**src/design/punrank_pkg.sv**
```systemverilog
package punrank_pkg;

  // fixed field widths
  localparam int unsigned RANK_W  = 41;
  localparam int unsigned VALUE_W = 4;
  localparam int unsigned INDEX_W = 4;

  // default board side
  localparam int unsigned BOARD_SIDE_DEF = 4;

  // factorial lookup, 15! still fits the rank width
  function automatic logic [RANK_W-1:0] fact_f(input logic [INDEX_W-1:0] n);
    logic [RANK_W-1:0] f;
    case (n)
      4'd0:    f = 41'd1;
      4'd1:    f = 41'd1;
      4'd2:    f = 41'd2;
      4'd3:    f = 41'd6;
      4'd4:    f = 41'd24;
      4'd5:    f = 41'd120;
      4'd6:    f = 41'd720;
      4'd7:    f = 41'd5040;
      4'd8:    f = 41'd40320;
      4'd9:    f = 41'd362880;
      4'd10:   f = 41'd3628800;
      4'd11:   f = 41'd39916800;
      4'd12:   f = 41'd479001600;
      4'd13:   f = 41'd6227020800;
      4'd14:   f = 41'd87178291200;
      4'd15:   f = 41'd1307674368000;
      default: f = '0;
    endcase
    return f;
  endfunction

endpackage

```
**src/design/permutation_unrank.sv**
```systemverilog
// channel | valid      | stall       | payload
// --------+------------+-------------+--------------------------------------------------
// in      | in_valid_i | in_stall_o  | rank_i
// out     | out_valid_o| out_stall_i | cell_value_o, cell_index_o, last_cell_o, rank_error_o
//
// one rank request gives BOARD_SIDE*BOARD_SIDE cell requests in row-major order
// each tile cell resolves clog2(tiles) quotient bits, a restoring quotient step per bit on
// the one shared 45-bit compare/subtract unit, then emits the cell; the blank is only emitted
// an out-of-range rank skips the divider and emits one cell per cycle while the output is not stalled
// async active-low reset empties the output register and returns to idle
// a stalled output register holds the sequencer in its emit state
module permutation_unrank #(
  parameter int unsigned BOARD_SIDE = punrank_pkg::BOARD_SIDE_DEF
) (
  input  logic                              clk_i,
  input  logic                              rst_ni,
  input  logic                              in_valid_i,
  output logic                              in_stall_o,
  input  logic [punrank_pkg::RANK_W-1:0]    rank_i,
  output logic                              out_valid_o,
  input  logic                              out_stall_i,
  output logic [punrank_pkg::VALUE_W-1:0]   cell_value_o,
  output logic [punrank_pkg::INDEX_W-1:0]   cell_index_o,
  output logic                              last_cell_o,
  output logic                              rank_error_o
);
  import punrank_pkg::*;

  localparam int unsigned CELL_COUNT = BOARD_SIDE * BOARD_SIDE;
  localparam int unsigned TILE_COUNT = CELL_COUNT - 1;
  // quotient bits: the first quotient is at most TILE_COUNT-1
  localparam int unsigned QW = $clog2(TILE_COUNT);
  localparam int unsigned SW = (QW > 1) ? $clog2(QW) : 1;
  localparam int unsigned DW = RANK_W + QW;

  typedef enum logic [1:0] {
    ST_IDLE,
    ST_DIV,
    ST_EMIT
  } state_e;

  state_e                  state_q;
  logic [RANK_W-1:0]       rest_q;      // remaining rank
  logic                    bad_q;
  logic [INDEX_W-1:0]      pos_q;       // current cell
  logic [SW-1:0]           step_q;      // quotient bit being resolved
  logic [QW-1:0]           q_q;
  logic [RANK_W-1:0]       fact_q;      // divisor for the current cell
  logic [VALUE_W-1:0]      list_q [TILE_COUNT];  // unused values, ascending

  logic                    out_valid_q;
  logic [VALUE_W-1:0]      cell_value_q;
  logic [INDEX_W-1:0]      cell_index_q;
  logic                    last_cell_q;
  logic                    rank_error_q;

  // shared divider datapath
  logic [DW-1:0]           trial;
  logic [DW-1:0]           rest_ext;
  logic                    fits;
  logic [RANK_W-1:0]       rest_d;
  logic                    rank_bad;
  logic [VALUE_W-1:0]      pick;
  logic                    out_free;
  logic                    is_tile;
  logic                    is_last;
  logic                    next_is_tile;

  always_comb begin
    trial        = DW'(fact_q) << step_q;
    rest_ext     = DW'(rest_q);
    fits         = rest_ext >= trial;
    rest_d       = RANK_W'(rest_ext - trial);
    rank_bad     = rank_i >= fact_f(INDEX_W'(TILE_COUNT));
    pick         = list_q[q_q];
    out_free     = !out_valid_q || !out_stall_i;
    is_tile      = pos_q < INDEX_W'(TILE_COUNT);
    is_last      = pos_q == INDEX_W'(CELL_COUNT - 1);
    next_is_tile = pos_q < INDEX_W'(TILE_COUNT - 1);
  end

  always_ff @(posedge clk_i or negedge rst_ni) begin
    if (!rst_ni) begin
      state_q      <= ST_IDLE;
      rest_q       <= '0;
      bad_q        <= 1'b0;
      pos_q        <= '0;
      step_q       <= '0;
      q_q          <= '0;
      fact_q       <= '0;
      for (int i = 0; i < TILE_COUNT; i++) begin
        list_q[i] <= '0;
      end
      out_valid_q  <= 1'b0;
      cell_value_q <= '0;
      cell_index_q <= '0;
      last_cell_q  <= 1'b0;
      rank_error_q <= 1'b0;
    end else begin
      // the emit state refills the output register itself
      if (!out_stall_i && state_q != ST_EMIT) begin
        out_valid_q <= 1'b0;
      end
      case (state_q)
        ST_IDLE: begin
          if (in_valid_i) begin
            rest_q <= rank_i;
            bad_q  <= rank_bad;
            pos_q  <= '0;
            q_q    <= '0;
            step_q <= SW'(QW - 1);
            fact_q <= fact_f(INDEX_W'(TILE_COUNT - 1));
            for (int i = 0; i < TILE_COUNT; i++) begin
              list_q[i] <= VALUE_W'(i + 1);
            end
            state_q <= rank_bad ? ST_EMIT : ST_DIV;
          end
        end
        ST_DIV: begin
          // one restoring quotient bit per cycle
          if (fits) begin
            rest_q      <= rest_d;
            q_q[step_q] <= 1'b1;
          end
          if (step_q == '0) begin
            state_q <= ST_EMIT;
          end else begin
            step_q <= step_q - SW'(1);
          end
        end
        ST_EMIT: begin
          if (out_free) begin
            out_valid_q  <= 1'b1;
            cell_value_q <= (bad_q || !is_tile) ? '0 : pick;
            cell_index_q <= pos_q;
            last_cell_q  <= is_last;
            rank_error_q <= bad_q;
            // drop the chosen value, close the gap
            if (is_tile && !bad_q) begin
              for (int i = 0; i < TILE_COUNT; i++) begin
                if (QW'(i) >= q_q) begin
                  list_q[i] <= (i + 1 < TILE_COUNT) ? list_q[(i + 1) % TILE_COUNT] : '0;
                end
              end
            end
            if (is_last) begin
              state_q <= ST_IDLE;
            end else begin
              pos_q <= pos_q + INDEX_W'(1);
              if (!bad_q && next_is_tile) begin
                q_q     <= '0;
                step_q  <= SW'(QW - 1);
                fact_q  <= fact_f(INDEX_W'(TILE_COUNT - 2) - pos_q);
                state_q <= ST_DIV;
              end
            end
          end
        end
        default: begin
          state_q <= ST_IDLE;
        end
      endcase
    end
  end

  assign in_stall_o   = state_q != ST_IDLE;
  assign out_valid_o  = out_valid_q;
  assign cell_value_o = cell_value_q;
  assign cell_index_o = cell_index_q;
  assign last_cell_o  = last_cell_q;
  assign rank_error_o = rank_error_q;

`ifndef SYNTHESIS
  // an out-of-range rank never shows a tile
  a_error_blank: assert property (@(posedge clk_i) disable iff (!rst_ni)
    out_valid_o && rank_error_o |-> cell_value_o == '0)
    else $error("tile value on an out-of-range rank");

  // the final cell is always the blank
  a_last_blank: assert property (@(posedge clk_i) disable iff (!rst_ni)
    out_valid_o && last_cell_o |-> cell_value_o == '0)
    else $error("final cell not blank");

  // when a new rank can be taken only the final cell may still be pending
  a_idle_pending: assert property (@(posedge clk_i) disable iff (!rst_ni)
    !in_stall_o && out_valid_o |-> last_cell_o)
    else $error("ready while a board is still being emitted");

  // a taken rank keeps the input stalled while it is decoded
  a_busy_after_accept: assert property (@(posedge clk_i) disable iff (!rst_ni)
    in_valid_i && !in_stall_o |=> in_stall_o)
    else $error("input not stalled after a rank was taken");
`endif

endmodule
```
**config.mk**
```make
export PLATFORM = sky130hd
export DESIGN_NAME = permutation_unrank
export DESIGN_NICKNAME = d
export VERILOG_FILES = /design/src/design/punrank_pkg.sv /design/src/design/permutation_unrank.sv
export SDC_FILE = /design/constraint.sdc
export NUM_CORES = 1
export LEC_CHECK = 0
export ABC_AREA = 0
export BUFFER_PORTS_ARGS = -buffer_cell sky130_fd_sc_hd__buf_2
export CAP_MARGIN = 20
export CORE_UTILIZATION = 67
export CTS_CLUSTER_SIZE = 28
export DETAILED_ROUTE_END_ITERATION = 8
export PLACE_DENSITY = 0.92
export SYNTH_ARGS = -nofsm -noshare
export SYNTH_HDL_FRONTEND = slang
export SYNTH_SLANG_ARGS = --single-unit
export TNS_END_PERCENT = 100
```
**constraint.sdc**
```tcl
create_clock -name clk_i -period 9.3 [get_ports clk_i]
set_input_delay 1.395 -clock clk_i [delete_from_list [all_inputs] [get_ports clk_i]]
set_output_delay 1.395 -clock clk_i [all_outputs]
set_load 0.01 [all_outputs]
```
; Word level (Yosys, flattened, before mapping)
; Memories as Yosys holds them, arrays and structs flattened.
; Index checks and enable logic that the tools add are counted.
[word_totals]
rom_bits = 576
n_memories = 1
regBits = 166
[classes]
add_sub_neg = 4
magnitude_cmp = 22
n_mux = 58
n_reduce_logical = 39
shift = 1
n_bitwise = 2
n_eq_ne = 28
[mem_list]
columns = name, depth, width, rd, rd_clocked_by_memory_dff, wr, line
row1 = (no name shown), 16, 36, 1, 0, 0, punrank_pkg.sv:14  ; case (n)
[op_table]
columns = operator, n
row1 = $mux 41, 6
row2 = $mux 60, 3
row3 = $pmux 41 s2, 2
row4 = $pmux 60 s2, 1
row5 = $mux 4, 25
row6 = $reduce_and 5->1, 16
row7 = $ne 2x2->1 const B, 24
row8 = $ge 41x45->1, 1
row9 = $shl 41x2->45, 1
row10 = $ge 41x41->1 const B, 1
row11 = $sub 41x41->41, 1
row12 = $ge 4x4->1 const A, 7
row13 = $mux 2, 11
row14 = $bmux 4 s4, 1
row15 = $ge 3x4->1 const A, 4
row16 = $pmux 2 s3, 2
row17 = $pmux 4 s3, 1
row18 = $reduce_and 6->1, 2
row19 = $ge 1x4->1 const A, 2
row20 = $ge 2x4->1 const A, 2
row21 = $lt 4x4->1 const B, 2
row22 = $pmux 4 s2, 1
row23 = $reduce_and 4->1, 2
row24 = $reduce_bool 2->1, 3
row25 = 21 further kinds, 33

; Longest topological paths before layout
[depth]
ltp_word = 7
mapped_depth = 19

; Worst setup path before layout
; OpenSTA, ideal clock, no wires.
[synth_path]
kind = reg-to-reg
startpoint = register step_q[1]
endpoint = register rest_q[19]
path_stages_with_launch = 18
arrival_time_ns = 3.742
setup_slack_ns = 5.433
setup_ns = 0.125
synth_period_minus_slack_ns = 3.867
t_required_ns = 9.175
cell_sequence = dfrtp_1 > clkbuf_1 > clkbuf_1 > buf_1 > nand2_1 > nor2_1 > a21oi_1 > ha_1 > buf_2 > nand2_1 > or3_1 > or3_1 > o31a_1 > nand3_1 > nand2_1 > nor2_2 > buf_4 > mux2_2
[synth_via]
elab_chain_len = 4
elab_cells_between_ends = 7
[synth_rtl]
columns = element, line
row1 = "start, declared", permutation_unrank.sv:46  ; logic [SW-1:0] step_q;
row2 = "start signal, assigned", permutation_unrank.sv:111  ; step_q <= SW'(QW - 1);
row3 = "start signal, assigned", permutation_unrank.sv:128  ; step_q <= step_q - SW'(1);
row4 = "start signal, assigned", permutation_unrank.sv:152  ; step_q <= SW'(QW - 1);
row5 = $shl 41x2->45 (*), permutation_unrank.sv:70  ; trial = DW'(fact_q) << step_q;
row6 = $sub 41x41->41 / $ge 41x45->1 (equally long branches), "permutation_unrank.sv:73, permutation_unrank.sv:72"
row7 = $mux 41 / $ne 2x2->1 (equally long branches), -
row8 = $pmux 41 s2 / $reduce_and 3->1 (equally long branches), -
row9 = "end signal, assigned", permutation_unrank.sv:107  ; rest_q <= rank_i;
row10 = "end signal, assigned", permutation_unrank.sv:122  ; rest_q <= rest_d;
row11 = "end, declared", permutation_unrank.sv:43  ; logic [RANK_W-1:0] rest_q;
; Every way passes the cells marked *; elsewhere a longest branch is shown, timed or not. The select of a mux whose other input is x is not followed.
; A chain may end at the register's enable or synchronous reset.

; Worst setup path in the final report
[layout_path]
startpoint = register step_q[0]
endpoint = register rest_q[38]
; The elaborated chain is that of the path after synthesis.

==> summary.md <==
| Metric | Value |
|---|---|
| CTS tree | `yes` |
| Area grow syn2layout | `9.23%` |
| Antenna Cells | `0` |
| Worst Hold Path EP | `rank_error_o` |
| R2R cell count | `13` |
| Post-CTS Hold Buffers | `0` |
| Initial core utilization | `0.692` |
| Die H | `between 100 and 150 um` |
| Final setup viols | `0` |
| Nets | `approximately 1400` |
| Data required, critical path | `9670 ps` |
| DR WL/cell | `around 20 um` |
| DR vias | `9971` |
| Area of the multi-input gates | `~6400 um2` |
| Area of placed instances | `between 10000 and 15000 um2` |
| Register area | `roughly 3800 um2` |
| Area leader, netlist | `dfrtp_1` |
| CTS clk-pin slew, worst paths | `roughly 70 ps` |
| Post-CTS sizing | `0` |
| Post-DP HPWL | `19600 um` |
| DR vias/cell | `~6.8` |
| Netlist Area Pre-Place | `10600 um2` |
| Die Footprint | `about 16000 um2` |
| Final Hold Vio Count | `0` |
| Register area share after synthesis | `0.353` |
| Cells after DPL | `roughly 1400` |
| Rel. slew slack | `0.324` |
| Max Slew Vio Count | `0` |
| Number of nets with antenna violations after routing | `0` |
| Crit path max fanout | `62` |
| CTS Buf Count | `17` |
| #FFs+latches synth | `150` |
| GRT Total Usage | `0.376` |
| HP Class | `reg -> reg` |
| Worst setup margin | `4480 ps` |
| Largest net degree at the start of global routing | `82` |
| Clock sink count | `150` |
| Worst slew pin tran | `between 1000 and 1500 ps` |
| # Post-CTS Setup Buffers | `0` |
| Clk_lat worst skew | `between 400 and 500 ps` |
| Status | `finished, final reports clean` |
| Period utilization | `0.518` |
| Setup crit end kind | `flip-flop` |
| R2r setup slk | `about 4500 ps` |
| Setup tns final | `0 ps` |
| Max Clock Skew | `between 9 and 10 ps` |
| Initial antenna violation count | `0` |
| Synth unique cells | `between 60 and 70` |
| Area fraction of the dominant cell type after synthesis | `0.353` |
| Pre-Repair DR Iteration Count | `5` |
| Core ar. | `15400 um2` |
| Place WS | `approximately 4500 ps` |
| Routability cong. | `a little under 1` |
| Syn_nets | `1348` |
| Hold path start | `rank_error_o` |
| Post-Layout Cell Count | `approximately 1500` |
| Design area | `around 12000 um2` |
| # rows | `between 40 and 50` |
| # port buffers | `56` |
| Critical Path AT | `5190 ps` |
| Number of global-route vias before repair | `around 9400` |
| Post-synth EDFFs | `0` |
| Max-cap violations | `0` |
| Iter 0 DRT Violations | `between 1000 and 1500` |
| Synth top area cells | `dfrtp_1 35%, ha_1 7.1%, nand2_1 6.0%, o21ai_0 4.8%, a21oi_1 4.5%` |
| Share of cells above drive strength 1 | `0.120` |
| Synth warn | `0` |
| Ys flop type | `dfrtp_1` |
| Die width | `roughly 130 um` |
| Syn_area_per_cell | `about 8.6 um2` |
| Synth cell count leaders | `171 x nand2_1, 150 x dfrtp_1, 103 x o21ai_0, 102 x nor2_1, 96 x a21oi_1` |
| Global-route wire length before repair | `47800 um` |
| Final WL | `roughly 30000 um` |
| Most frequent cell after synthesis | `nand2_1` |
| Critical path class | `reg -> reg` |
| Hold Path Depth | `2` |
| Layout fillers | `1051` |
| Synth Instances | `1242` |
| GRT overflow | `0` |
| Max Freq | `approximately 0.21 GHz` |
| Asr flop ratio synth | `1.00` |
| Worst r2r dst | `rest_q[38]` |
| H-tree level count | `4` |
| Top Ports | `57` |
| R2r startpoint | `step_q[0]` |
| Residual DRC count | `0` |
| CTS max path bufs | `2` |
| Fin crit period | `~4800 ps` |
| Root Driver | `clkbuf_16` |
| RSZ-0062 raised after global routing | `no` |
| Nature of the critical path startpoint | `flip-flop` |
## flip-flops by register name, summed over array words and instances (netlist names)
name and cells:
pos_q 4, state_q 2, cell_value_o 4, last_cell_o 1, cell_index_o 4, rank_error_o 1, step_q 2, out_valid_o 1
list_q 53, bad_q 1, q_q 4, rest_q 41, fact_q 32
## critical path: stages, from the launching register on
cell and delay, ps:
dfrtp_2 1020, inv_1 520, and3_1 300, ha_1 210, fa_1 400, nand2b_1 220, a211oi_2 340, o2111ai_1 260
a211oi_2 290, nor2_1 110, o221a_2 320, o21a_1 200, or3_1 330, a41oi_2 180
## routing by layer
layer,track usage,share of wire
met2,0.592,0.46
met3,0.0726,0.094
met4,0.171,0.039
met5,0,0
met1,0.507,0.41
## worst max-delay path by stage
stage                          from    endpoint  slack [ps]  cells after the start
after floorplan           step_q[1]  rest_q[19]        5430                     17
after global placement    step_q[0]  rest_q[19]        4570                     11
after detailed placement  step_q[0]  rest_q[19]        4460                     13
after CTS                 step_q[0]  rest_q[19]        4440                     12
after global routing      step_q[0]  rest_q[34]        4230                     13
final                     step_q[0]  rest_q[38]        4480                     13
## cell type report
class | instances | share of cell area
clock buffer | 17 | 0.0366
clock inverter | 15 | 0.0178
inverter | 49 | 0.0158
multi-input combinational | 966 | 0.550
sequential | 150 | 0.323
tap | 211 | 0.0227
timing repair buffer | 68 | 0.0335
## placed cells by master (no fill, tap or decap), types with 12 or more instances in the layout
| master | instances |
|---|---|
| mux4_2 | 17 |
| buf_2 | 55 |
| xnor2_1 | 17 |
| a22o_1 | 18 |
| mux2_2 | 17 |
| a21oi_1 | 96 |
| o21ai_0 | 103 |
| clkbuf_16 | 17 |
| ha_1 | 60 |
| o31ai_1 | 13 |
| nand4_1 | 12 |
| inv_1 | 49 |
| mux2i_1 | 22 |
| and3_1 | 12 |
| a31oi_1 | 29 |
| a21o_1 | 28 |
| nor3_1 | 23 |
| nand3_1 | 41 |
| dfrtp_1 | 149 |
| o22a_1 | 12 |
| mux2_1 | 24 |
| nor2_1 | 102 |
| nand2_1 | 171 |
## through the flow
stage,hold slack (ps),util
after floorplan,460,-
after global placement,457,0.714
after detailed placement,457,0.714
after CTS,481,0.755
after global routing,510,0.756
final,478,0.756
## cell families after synthesis
logic type	count (synthesis)	share of synthesized area
AO/OA/AOI/OAI	386	0.232
flip-flops	150	0.353
AND/OR/NAND/NOR	412	0.173
XOR/XNOR	27	0.0222
adder cells (fa/ha/maj)	61	0.0724
multiplexers	80	0.100
buffers and inverters	126	0.0479
Power is left out: the tool's default activity adds up to more than one toggle a clock period on the data nets, which glitch-free logic cannot reach.
